==> config.mk <==
export PLATFORM = sky130hd
export DESIGN_NAME = piecewise_linear_calibration
export DESIGN_NICKNAME = d
export VERILOG_FILES = /design/src/rtl/plc_pkg.sv /design/src/rtl/plc_cfg_regs.sv /design/src/rtl/plc_ctrl.sv /design/src/rtl/plc_dpath.sv /design/src/rtl/piecewise_linear_calibration.sv
export SDC_FILE = /design/constraint.sdc
export NUM_CORES = 2
export LEC_CHECK = 0
export BUFFER_PORTS_ARGS = -buffer_cell sky130_fd_sc_hd__clkbuf_2
export CORE_UTILIZATION = 30
export DETAILED_ROUTE_END_ITERATION = 12
export PLACE_DENSITY = 0.55
export SETUP_SLACK_MARGIN = 0.05
export SLEW_MARGIN = 20
export SYNTH_ARGS = -nofsm -noshare
export SYNTH_HDL_FRONTEND = slang
export SYNTH_SLANG_ARGS = --single-unit
==> constraint.sdc <==
create_clock -name clk -period 13.45 [get_ports clk]
set_input_delay 0.6725 -clock clk [delete_from_list [all_inputs] [get_ports clk]]
set_output_delay 0.6725 -clock clk [all_outputs]
set_load 0.05 [all_outputs]
==> src/rtl/plc_pkg.sv <==
// Shared widths, register indexes and control types for the calibration block.
// No dependencies; imported by every module of the block.
package plc_pkg;

  // Field widths
  localparam int VALUE_W   = 32;  // signed Q16.16 sample, x, y and result
  localparam int POINT_W   = 64;  // one point register: y in 63:32, x in 31:0
  localparam int COUNT_W   = 3;   // point_count register
  localparam int CFG_IDX_W = 3;   // configuration register index

  // Divider iteration counter: one quotient bit per step
  localparam int DIV_CNT_W = $clog2(VALUE_W);
  localparam logic [DIV_CNT_W-1:0] DIV_LAST = DIV_CNT_W'(VALUE_W - 1);

  // Configuration register indexes
  localparam logic [CFG_IDX_W-1:0] REG_POINT_COUNT = 3'd0;
  localparam logic [CFG_IDX_W-1:0] REG_POINT_0     = 3'd1;

  // Controller to datapath commands
  typedef struct packed {
    logic load;      // capture sample, restart the point scan
    logic scan;      // fold the current point into the bracket search
    logic mult;      // register product, span and sign
    logic div_load;  // seed the divider from the product
    logic div_step;  // one restoring division step
    logic emit;      // write the output register
  } cmd_t;

  // Datapath to controller status
  typedef struct packed {
    logic few_points;  // fewer than two points in use
    logic scan_last;   // current point is the last one in use
    logic clamp;       // sample lies outside the open x range
    logic out_free;    // output register can take a result this cycle
  } sts_t;

endpackage

==> src/rtl/plc_cfg_regs.sv <==
// Configuration register file: point count and the (x, y) point registers.
// Depends on plc_pkg.
module plc_cfg_regs
  import plc_pkg::*;
#(
  parameter int MAX_POINTS = 6
) (
  input  logic                               clk,
  input  logic                               rst,
  input  logic                               cfg_valid,
  output logic                               cfg_ready,
  input  logic [CFG_IDX_W-1:0]               cfg_index,
  input  logic [POINT_W-1:0]                 cfg_data,
  output logic [COUNT_W-1:0]                 point_count,
  output logic [MAX_POINTS-1:0][POINT_W-1:0] points
);

  // Writes are always taken
  assign cfg_ready = 1'b1;

  // Decode the index; drop writes beyond the register list
  always_ff @(posedge clk) begin
    if (rst) begin
      point_count <= '0;
      points      <= '0;
    end else if (cfg_valid && cfg_ready) begin
      if (cfg_index == REG_POINT_COUNT) begin
        point_count <= cfg_data[COUNT_W-1:0];
      end
      for (int k = 0; k < MAX_POINTS; k++) begin
        if (cfg_index == CFG_IDX_W'(int'(REG_POINT_0) + k)) begin
          points[k] <= cfg_data;
        end
      end
    end
  end

endmodule

==> src/rtl/plc_ctrl.sv <==
// Controller: sequences scan, multiply, divide and result hand-off.
// Depends on plc_pkg.
module plc_ctrl
  import plc_pkg::*;
(
  input  logic clk,
  input  logic rst,
  input  logic sample_valid,
  output logic sample_stall,
  input  sts_t sts,
  output cmd_t cmd
);

  localparam logic [2:0] ST_IDLE  = 3'd0;
  localparam logic [2:0] ST_SCAN  = 3'd1;
  localparam logic [2:0] ST_MUL   = 3'd2;
  localparam logic [2:0] ST_DLOAD = 3'd3;
  localparam logic [2:0] ST_DIV   = 3'd4;
  localparam logic [2:0] ST_EMIT  = 3'd5;

  logic [2:0]           state;
  logic [2:0]           state_next;
  logic [DIV_CNT_W-1:0] div_cnt;

  // Take a new transaction only between items
  assign sample_stall = (state != ST_IDLE);

  // Next state and commands
  always_comb begin
    state_next = state;
    cmd        = '0;
    unique case (state)
      ST_IDLE: begin
        if (sample_valid) begin
          cmd.load   = 1'b1;
          state_next = sts.few_points ? ST_EMIT : ST_SCAN;
        end
      end
      ST_SCAN: begin
        cmd.scan = 1'b1;
        if (sts.scan_last) begin
          state_next = ST_MUL;
        end
      end
      ST_MUL: begin
        cmd.mult   = 1'b1;
        state_next = sts.clamp ? ST_EMIT : ST_DLOAD;
      end
      ST_DLOAD: begin
        cmd.div_load = 1'b1;
        state_next   = ST_DIV;
      end
      ST_DIV: begin
        cmd.div_step = 1'b1;
        if (div_cnt == DIV_LAST) begin
          state_next = ST_EMIT;
        end
      end
      ST_EMIT: begin
        if (sts.out_free) begin
          cmd.emit   = 1'b1;
          state_next = ST_IDLE;
        end
      end
      default: begin
        state_next = ST_IDLE;
      end
    endcase
  end

  // Advance state
  always_ff @(posedge clk) begin
    if (rst) begin
      state <= ST_IDLE;
    end else begin
      state <= state_next;
    end
  end

  // Count divider steps
  always_ff @(posedge clk) begin
    if (rst) begin
      div_cnt <= '0;
    end else if (cmd.div_load) begin
      div_cnt <= '0;
    end else if (cmd.div_step) begin
      div_cnt <= div_cnt + 1'b1;
    end
  end

endmodule

==> src/rtl/plc_dpath.sv <==
// Datapath: bracket search over the points, 32x32 multiply, restoring divider
// and the output register. Depends on plc_pkg.
module plc_dpath
  import plc_pkg::*;
#(
  parameter int MAX_POINTS = 6
) (
  input  logic                               clk,
  input  logic                               rst,
  input  cmd_t                               cmd,
  output sts_t                               sts,
  input  logic [COUNT_W-1:0]                 point_count,
  input  logic [MAX_POINTS-1:0][POINT_W-1:0] points,
  input  logic signed [VALUE_W-1:0]          sample_value,
  output logic                               result_valid,
  input  logic                               result_stall,
  output logic signed [VALUE_W-1:0]          calibrated_value
);

  localparam int CNT_W = $clog2(MAX_POINTS + 1);
  localparam int IDX_W = $clog2(MAX_POINTS);

  logic [CNT_W-1:0]          n_eff;
  logic [CNT_W-1:0]          scan_idx;
  logic [POINT_W-1:0]        pt;
  logic signed [VALUE_W-1:0] pt_x;
  logic signed [VALUE_W-1:0] pt_y;

  logic signed [VALUE_W-1:0] smp;
  logic signed [VALUE_W-1:0] min_x, min_y, max_x, max_y;
  logic signed [VALUE_W-1:0] lo_x, lo_y, hi_x, hi_y;
  logic                      lo_ok, hi_ok;

  logic                      clamp_lo, clamp_hi;
  logic [VALUE_W:0]          dx_full, span_full, dy_full, mag_full;
  logic                      neg;

  logic [2*VALUE_W-1:0]      prod;
  logic [VALUE_W-1:0]        span_r;
  logic                      neg_r;
  logic [VALUE_W-1:0]        rem;
  logic [VALUE_W-1:0]        acc;
  logic [VALUE_W:0]          trial;
  logic [VALUE_W:0]          trial_diff;

  logic signed [VALUE_W-1:0] result;

  // Points in use, saturated to the table size
  always_comb begin
    if (point_count > COUNT_W'(MAX_POINTS)) begin
      n_eff = CNT_W'(MAX_POINTS);
    end else begin
      n_eff = CNT_W'(point_count);
    end
  end

  assign pt   = points[scan_idx[IDX_W-1:0]];
  assign pt_x = pt[VALUE_W-1:0];
  assign pt_y = pt[POINT_W-1:VALUE_W];

  // Capture the sample and walk the points one per cycle
  always_ff @(posedge clk) begin
    if (rst) begin
      scan_idx <= '0;
      lo_ok    <= 1'b0;
      hi_ok    <= 1'b0;
    end else if (cmd.load) begin
      scan_idx <= '0;
      lo_ok    <= 1'b0;
      hi_ok    <= 1'b0;
    end else if (cmd.scan) begin
      scan_idx <= scan_idx + 1'b1;
      if (pt_x < smp && (!lo_ok || pt_x >= lo_x)) begin
        lo_ok <= 1'b1;
      end
      if (pt_x >= smp && (!hi_ok || pt_x < hi_x)) begin
        hi_ok <= 1'b1;
      end
    end
  end

  // Track the ends (lowest index on a tie at the bottom, highest at the top),
  // the largest x below the sample and the smallest x at or above it
  always_ff @(posedge clk) begin
    if (cmd.load) begin
      smp <= sample_value;
    end
    if (cmd.scan) begin
      if (scan_idx == '0 || pt_x < min_x) begin
        min_x <= pt_x;
        min_y <= pt_y;
      end
      if (scan_idx == '0 || pt_x >= max_x) begin
        max_x <= pt_x;
        max_y <= pt_y;
      end
      if (pt_x < smp && (!lo_ok || pt_x >= lo_x)) begin
        lo_x <= pt_x;
        lo_y <= pt_y;
      end
      if (pt_x >= smp && (!hi_ok || pt_x < hi_x)) begin
        hi_x <= pt_x;
        hi_y <= pt_y;
      end
    end
  end

  assign clamp_lo = (smp <= min_x);
  assign clamp_hi = (smp >= max_x);

  // Segment offsets; both differences are positive inside the range
  always_comb begin
    dx_full   = {smp[VALUE_W-1], smp} - {lo_x[VALUE_W-1], lo_x};
    span_full = {hi_x[VALUE_W-1], hi_x} - {lo_x[VALUE_W-1], lo_x};
    dy_full   = {hi_y[VALUE_W-1], hi_y} - {lo_y[VALUE_W-1], lo_y};
    neg       = dy_full[VALUE_W];
    mag_full  = neg ? ((VALUE_W+1)'(0) - dy_full) : dy_full;
  end

  // Register the product of offset and rise
  always_ff @(posedge clk) begin
    if (cmd.mult) begin
      prod   <= (2*VALUE_W)'(dx_full[VALUE_W-1:0]) * (2*VALUE_W)'(mag_full[VALUE_W-1:0]);
      span_r <= span_full[VALUE_W-1:0];
      neg_r  <= neg;
    end
  end

  // Restoring division, one quotient bit per cycle; the quotient fits
  // 32 bits, so the upper product half seeds the remainder
  assign trial      = {rem, acc[VALUE_W-1]};
  assign trial_diff = trial - {1'b0, span_r};

  always_ff @(posedge clk) begin
    if (cmd.div_load) begin
      rem <= prod[2*VALUE_W-1:VALUE_W];
      acc <= prod[VALUE_W-1:0];
    end else if (cmd.div_step) begin
      rem <= trial_diff[VALUE_W] ? trial[VALUE_W-1:0] : trial_diff[VALUE_W-1:0];
      acc <= {acc[VALUE_W-2:0], ~trial_diff[VALUE_W]};
    end
  end

  // Pick pass-through, single point, end clamp or interpolated value
  always_comb begin
    if (n_eff == '0) begin
      result = smp;
    end else if (n_eff == CNT_W'(1)) begin
      result = points[0][POINT_W-1:VALUE_W];
    end else if (clamp_lo) begin
      result = min_y;
    end else if (clamp_hi) begin
      result = max_y;
    end else if (neg_r) begin
      result = lo_y - acc;
    end else begin
      result = lo_y + acc;
    end
  end

  // Output register; hold while stalled
  always_ff @(posedge clk) begin
    if (rst) begin
      result_valid <= 1'b0;
    end else if (cmd.emit) begin
      result_valid <= 1'b1;
    end else if (!result_stall) begin
      result_valid <= 1'b0;
    end
  end

  always_ff @(posedge clk) begin
    if (cmd.emit) begin
      calibrated_value <= result;
    end
  end

  // Status to the controller
  always_comb begin
    sts.few_points = (n_eff < CNT_W'(2));
    sts.scan_last  = (scan_idx == n_eff - 1'b1);
    sts.clamp      = clamp_lo | clamp_hi;
    sts.out_free   = !result_valid || !result_stall;
  end

endmodule

==> src/rtl/piecewise_linear_calibration.sv <==
// Top level of the piecewise linear calibration block: config registers,
// controller and datapath. Depends on plc_pkg, plc_cfg_regs, plc_ctrl, plc_dpath.
//
//   Channel  Direction  Handshake               Payload
//   -------  ---------  ----------------------  ------------------------------
//   cfg      in         cfg_valid / cfg_ready   cfg_index[2:0], cfg_data[63:0]
//   sample   in         sample_valid / stall    sample_value (signed Q16.16)
//   result   out        result_valid / stall    calibrated_value (signed Q16.16)
//
// An item goes from load straight to emit with fewer than two points; one that
// clamps to an end passes the point scan and the multiply, and one that
// interpolates adds the divider load and the restoring division, one bit per cycle.
// The points are walked one per cycle. Reset (synchronous) clears the config
// registers to zero and empties the output. A new sample is taken while a
// result still waits in the output register; a stalled output holds the
// finished next result in the datapath until the output register frees.
module piecewise_linear_calibration
  import plc_pkg::*;
#(
  parameter int MAX_POINTS = 6
) (
  input  logic                      clk,
  input  logic                      rst,
  input  logic                      cfg_valid,
  output logic                      cfg_ready,
  input  logic [CFG_IDX_W-1:0]      cfg_index,
  input  logic [POINT_W-1:0]        cfg_data,
  input  logic                      sample_valid,
  output logic                      sample_stall,
  input  logic signed [VALUE_W-1:0] sample_value,
  output logic                      result_valid,
  input  logic                      result_stall,
  output logic signed [VALUE_W-1:0] calibrated_value
);

  logic [COUNT_W-1:0]                 point_count;
  logic [MAX_POINTS-1:0][POINT_W-1:0] points;
  cmd_t                               cmd;
  sts_t                               sts;

  plc_cfg_regs #(
    .MAX_POINTS (MAX_POINTS)
  ) u_cfg_regs (
    .clk         (clk),
    .rst         (rst),
    .cfg_valid   (cfg_valid),
    .cfg_ready   (cfg_ready),
    .cfg_index   (cfg_index),
    .cfg_data    (cfg_data),
    .point_count (point_count),
    .points      (points)
  );

  plc_ctrl u_ctrl (
    .clk          (clk),
    .rst          (rst),
    .sample_valid (sample_valid),
    .sample_stall (sample_stall),
    .sts          (sts),
    .cmd          (cmd)
  );

  plc_dpath #(
    .MAX_POINTS (MAX_POINTS)
  ) u_dpath (
    .clk              (clk),
    .rst              (rst),
    .cmd              (cmd),
    .sts              (sts),
    .point_count      (point_count),
    .points           (points),
    .sample_value     (sample_value),
    .result_valid     (result_valid),
    .result_stall     (result_stall),
    .calibrated_value (calibrated_value)
  );

endmodule

=== Word-level counts from Yosys, hierarchy flattened ===
Index checks and enable logic that the tools add are counted.

* Bitwise gates (word level): 2
* Reduce and logical (&&, ||, !) cells: 31
* Shift-type cells: 0
* Multiply operators: 1
* Div/mod/pow operators: 0
* Eq/ne operators: 19
* Add/sub/neg operators: 10
* Multiplexer cells: 31
* $lt $le $gt $ge: 11

{| class="wikitable"
|+ Operators by type and width
! cell !! count
|-
| $mux W32 || 11
|-
| $bmux W64 S3 || 1
|-
| $ge A32 B32 Y1 || 4
|-
| $lt A32 B32 Y1 || 3
|-
| $sub A32 B32 Y32 || 3
|-
| $mul A32 B32 Y64 || 1
|-
| $mux W64 || 1
|-
| $sub A32 B32 Y33 || 1
|-
| $sub A33 B32 Y33 || 1
|-
| $add A32 B32 Y32 || 1
|-
| $le A32 B32 Y1 || 1
|-
| $sub A1 B32 Y32 const A || 1
|-
| $reduce_and A2 Y1 || 11
|-
| $mux W3 || 7
|-
| $pmux W3 S6 || 1
|-
| $eq A3 B3 Y1 const B || 5
|-
| $eq A3 B2 Y1 const B || 4
|-
| $logic_not A3 Y1 || 4
|-
| $mux W1 || 10
|-
| $eq A3 B1 Y1 const B || 3
|-
| $ne A2 B2 Y1 const B || 3
|-
| $add A5 B1 Y5 const B || 1
|-
| $eq A5 B5 Y1 const B || 1
|-
| $logic_or A1 B1 Y1 || 5
|-
| 15 further kinds || 21
|}

* ROM bits: 0
* Word-level logic and storage cells: 133
* Latch bits: 0
* Input port bits: 104
* Output and inout port bits: 35
* Register bits after elaboration: 882
* RAM bits: 0
* Memories: 0

=== Depth between registers and ports, before layout ===
* Depth after elaboration: 6
* Gate-level depth with buffers: 45
* Mapped depth without buffers: 41

=== Modules after synthesis ===
A second synthesis with hierarchy kept.

* Cell total of the unflattened synthesis: 8472
* Area, all modules: 83820.4 um^2

{| class="wikitable"
|+ By module, submodules not included
! module !! seq. area each (um^2) !! times used !! cells each !! area each (um^2)
|-
| plc_dpath || 14564.0 || 1 || 7087 || 68315.5
|-
| plc_cfg_regs || 7747.4 || 1 || 1329 || 15061.9
|-
| plc_ctrl || 160.2 || 1 || 56 || 442.9
|}

=== Least setup slack after synthesis ===
No wires, ideal clock.

* Path kind: reg-to-reg
* Start: reg u_dpath.smp[0]
* End: reg u_dpath.prod[45] (data pin)
* Slack: 2.779 ns
* Data arrival time: 10.408 ns
* Required time: 13.187 ns
* Cell stages (with the launch flop): 38
* Path buffers: 1
* Library setup time: 0.263 ns
* Cells stage by stage: edfxtp_1 -> inv_1 -> ha_1 -> inv_1 -> fa_1 -> a21o_1 -> a21oi_1 -> o211ai_1 -> a41oi_1 -> o21bai_1 -> a31oi_1 -> o21bai_1 -> a21oi_1 -> xnor2_1 -> clkbuf_1 -> o21ai_0 -> fa_1 -> inv_1 -> (+2 left out) -> fa_1 -> fa_1 -> inv_1 -> fa_1 -> fa_1 -> fa_1 -> fa_1 -> ha_1 -> a21o_1 -> o311ai_0 -> a31oi_1 -> or2_2 -> a31oi_1 -> o21ai_0 -> a221oi_1 -> o21ai_0 -> a311oi_1 -> xnor2_1

* Word-level cells in the longest chain between the ends: 2

{| class="wikitable"
|+ Ends and longest elaborated chain
! element !! RTL line !! text
|-
| start: declaration || plc_dpath.sv:29 || <nowiki>logic signed [VALUE_W-1:0] smp;</nowiki>
|-
| start signal: assignment || plc_dpath.sv:86 || <nowiki>smp <= sample_value;</nowiki>
|-
| $sub A32 B32 Y32 || plc_dpath.sv:113 || <nowiki>dx_full = {smp[VALUE_W-1], smp} - {lo_x[VALUE_W-1], lo_x};</nowiki>
|-
| $mul A32 B32 Y64 || plc_dpath.sv:123 || <nowiki>prod <= (2*VALUE_W)'(dx_full[VALUE_W-1:0]) * (2*VALUE_W)'(mag_full[VALUE_W-1:0]);</nowiki>
|-
| end signal: assignment || plc_dpath.sv:123 ||
|-
| end: declaration || plc_dpath.sv:38 || <nowiki>logic [2*VALUE_W-1:0] prod;</nowiki>
|}

Every way passes these cells.
A chain may end at the register's enable or synchronous reset.

=== Worst setup path in the final report ===
* Start: reg u_dpath.smp[0]
* End: reg u_dpath.prod[63] (data pin)

The elaborated chain is that of the path after synthesis.

==> metrics.txt <==
WL/cell 24.36 um; Worst EP arrival 13.27 ns; Final Cell Area ~92000 um^2; area of the multi-input gates 54390 um^2; max-cap check violation count 0; CP delay by family, top adder cells; global-route wire length before repair 458800 um; Clock Tree Buf Depth 3; IO Port Bufs 137; CP Class flip-flop to flip-flop; WHS Path Cells 1; Seq cells post-synth 882; Fin Setup TNS 0 ns; fill cell count 28240; worst min-delay path startpoint sample_value[8]; Reg2Reg Depth 40; reg2reg start u_dpath.smp[0]$_DFFE_PP_; Clk pin slew, worst setup/hold paths approximately 0.07 ns; most common cell after layout, fill and taps aside inv_1; largest family of logic cells by synthesized area adder cells; vias per cell around 5.4; Layout Skew 0.06760 ns; reg-to-reg critical path endpoint u_dpath.prod[63]$_DFFE_PP_; CP required 13.97 ns; Final Max Tran Viols 0; relative slew slack 0.1232; CP max-delay cell a31oi_1; ys flop type edfxtp_1; DRC violations left 0; Final Hold Vio Count 0; CP Capture Type flip-flop; Unique masters post-synth 88; fin nets 10690; Num CTS Buffers 100; Min-Delay Endpoint u_dpath.smp[8]$_DFFE_PP_; Synth Area in Simple Gates 0.1045; warnings from Yosys 0; fin crit share 0.9479; HP Class input pin to flip-flop; synthesized area around 83000 um^2; Synth Instances 9044; Levels on crit path 40; Core Box Area 274300 um^2; row count around 190; CTS tree built; GRT overflow 0; biggest cell delay along the critical path around 0.92 ns; Peak Freq around 0.078 GHz; reg2reg setup slack around 0.7 ns; post-synthesis sequential area ratio 0.2709; initial antenna violation count 39; Slew @ Worst Pin 1.309 ns; GRT Overall Usage 0.2204; CTS root buffer clkbuf_16; Die Wd 527.8 um; die area roughly 280000 um^2; vias after detailed routing a little under 70000; number of global-route vias before repair ~70000; Crit path top cell by count fa_1; Layout Area Growth over Synthesis 11.40%; DP Wirelength 234100 um; Reg area 22480 um^2; status finished, final reports clean; Post-Synth Adder-Cell Area 0.3156; EDFF count, synth 481; area of placed instances between 80000 and 90000 um^2; clk sinks 882; DR pass1 iterations 10; post-synthesis net count 10700; Synth Area in Compound Gates 0.1742; initial core utilization 0.3024; mux cell area share after synthesis 0.02962; later-pin clock latency in the skew report just under 0.8 ns; largest net degree at the start of global routing 112; final setup vio count 0; Mapped Avg Cell Area 9.172 um^2; XOR/XNOR Fraction of Synth Area 0.02397; H-tree depth 3; layout cells sized above 1 0.08595; CP startpoint kind flip-flop; RePlAce Congestion 0.9891; DRT Wirelength between 300000 and 400000 um; Die Y roughly 530 um; Max Fanout on Critical Path 21; Synth async-reset ratio 0; WP buf/inv 8; IO Pins between 100 and 150; Final ANT Viol Nets 0; commonest non-fill, non-tap cells in the layout 1274 x inv_1, 1080 x nand2_1, 949 x a21oi_1, 901 x fa_1, 831 x o21ai_0; RSZ-0062 raised after global routing no; Initial DRC Count just under 7000; Tmin final 12.75 ns
==> repair_timing <==
action / CTS / global route
resized for setup: 0 / 1
endpoints found under the setup margin: 0 / 5
hold buffers: 0 / 0
setup buffers: 0 / 0
==> cells by family after synthesis <==
group / after synthesis
AO/OA/AOI/OAI: 2501
XOR/XNOR: 227
adder cells (fa/ha/maj): 1552
buffers and inverters: 1778
flip-flops: 882
multiplexers: 165
other: 1
AND/OR/NAND/NOR: 1938
==> sequential cells by signal, indices dropped and copies added (netlist names) <==
register	flops
u_cfg_regs.point_count	3
u_cfg_regs.points	384
u_ctrl.div_cnt	5
u_ctrl.state	3
u_dpath.acc	32
u_dpath.calibrated_value	32
u_dpath.hi_ok	1
u_dpath.hi_x	32
u_dpath.hi_y	32
u_dpath.lo_ok	1
u_dpath.lo_x	32
u_dpath.lo_y	32
u_dpath.max_x	32
u_dpath.max_y	32
u_dpath.min_x	32
u_dpath.min_y	32
u_dpath.neg_r	1
u_dpath.prod	64
u_dpath.rem	32
u_dpath.result_valid	1
u_dpath.scan_idx	3
u_dpath.smp	32
u_dpath.span_r	32
==> per-stage QoR <==
stage          std cells  hold slack [ns]    util  setup slack [ns]
5_1_grt            12810          0.06733  0.3367            0.1289
3_5_place_dp       12620           0.4451  0.3239            0.7627
3_3_place_gp       12620           0.4380  0.3239            0.8078
4_1_cts            12810          0.03182  0.3366            0.7254
2_1_floorplan       9044           0.4302       -             2.779
6_report           12820          0.09094  0.3368            0.7011
==> layout make-up <==
cell class,instances,share of cell area
Multi-Input combinational cell,6384,0.5886
Sequential cell,882,0.2433
Inverter,1277,0.05187
Tap cell,3686,0.04991
Clock buffer,129,0.03002
Timing Repair Buffer,390,0.02838
Clock inverter,60,0.007745
Antenna cell,9,0.0002437
==> cell usage after synthesis, drive strengths merged (47+ instances only) <==
library cell / number / share of area
a21boi: 47 / 0.0043
a21o: 161 / 0.015
a21oi: 962 / 0.058
a31oi: 56 / 0.0044
and3: 47 / 0.0035
clkbuf: 463 / 0.021
dfxtp: 401 / 0.097
edfxtp: 481 / 0.17
fa: 901 / 0.22
ha: 651 / 0.098
inv: 1276 / 0.058
mux2i: 97 / 0.012
mux4: 64 / 0.017
nand2: 1084 / 0.049
nand2b: 73 / 0.0055
nand3: 90 / 0.0054
nand4: 72 / 0.0055
nor2: 261 / 0.012
nor2b: 81 / 0.0062
nor3: 83 / 0.0050
o211ai: 48 / 0.0043
o21a: 125 / 0.011
o21ai: 862 / 0.052
xnor2: 170 / 0.018
xor2: 57 / 0.0060
==> worst max path at each step <==
stage / end / slack [ns] / from
CTS: u_dpath.prod[45]$_DFFE_PP_ / 0.73 / u_dpath.smp[0]$_DFFE_PP_
detailed placement: u_dpath.prod[57]$_DFFE_PP_ / 0.76 / u_dpath.smp[0]$_DFFE_PP_
finish: u_dpath.prod[63]$_DFFE_PP_ / 0.70 / u_dpath.smp[0]$_DFFE_PP_
global route: u_dpath.prod[45]$_DFFE_PP_ / 0.13 / u_dpath.lo_y[5]$_DFFE_PP_
global placement: u_dpath.prod[57]$_DFFE_PP_ / 0.81 / u_dpath.smp[0]$_DFFE_PP_
floorplan: u_dpath.prod[45]$_DFFE_PP_ / 2.78 / u_dpath.smp[0]$_DFFE_PP_
==> layer usage <==
layer  GRT usage  vias up  routed length, um
li1            -    30440                  -
met1      0.2956    34310             130900
met5           0        -                354
met3     0.04626      628              28130
met2      0.3441     3185             138600
met4     0.08962       50              14360
==> worst register-to-register path: cells and delay by family (launching register included) <==
kind / cells / cell delay, ns
adder cells (fa/ha/maj): 11 / 5.02
XOR/XNOR: 2 / 0.34
AO/OA/AOI/OAI: 16 / 4.69
buffers and inverters: 8 / 1.41
AND/OR/NAND/NOR: 3 / 0.65
flip-flops: 1 / 0.40
Power is left out: the tool's default activity adds up to more than one toggle a clock period on the data nets, which glitch-free logic cannot reach.
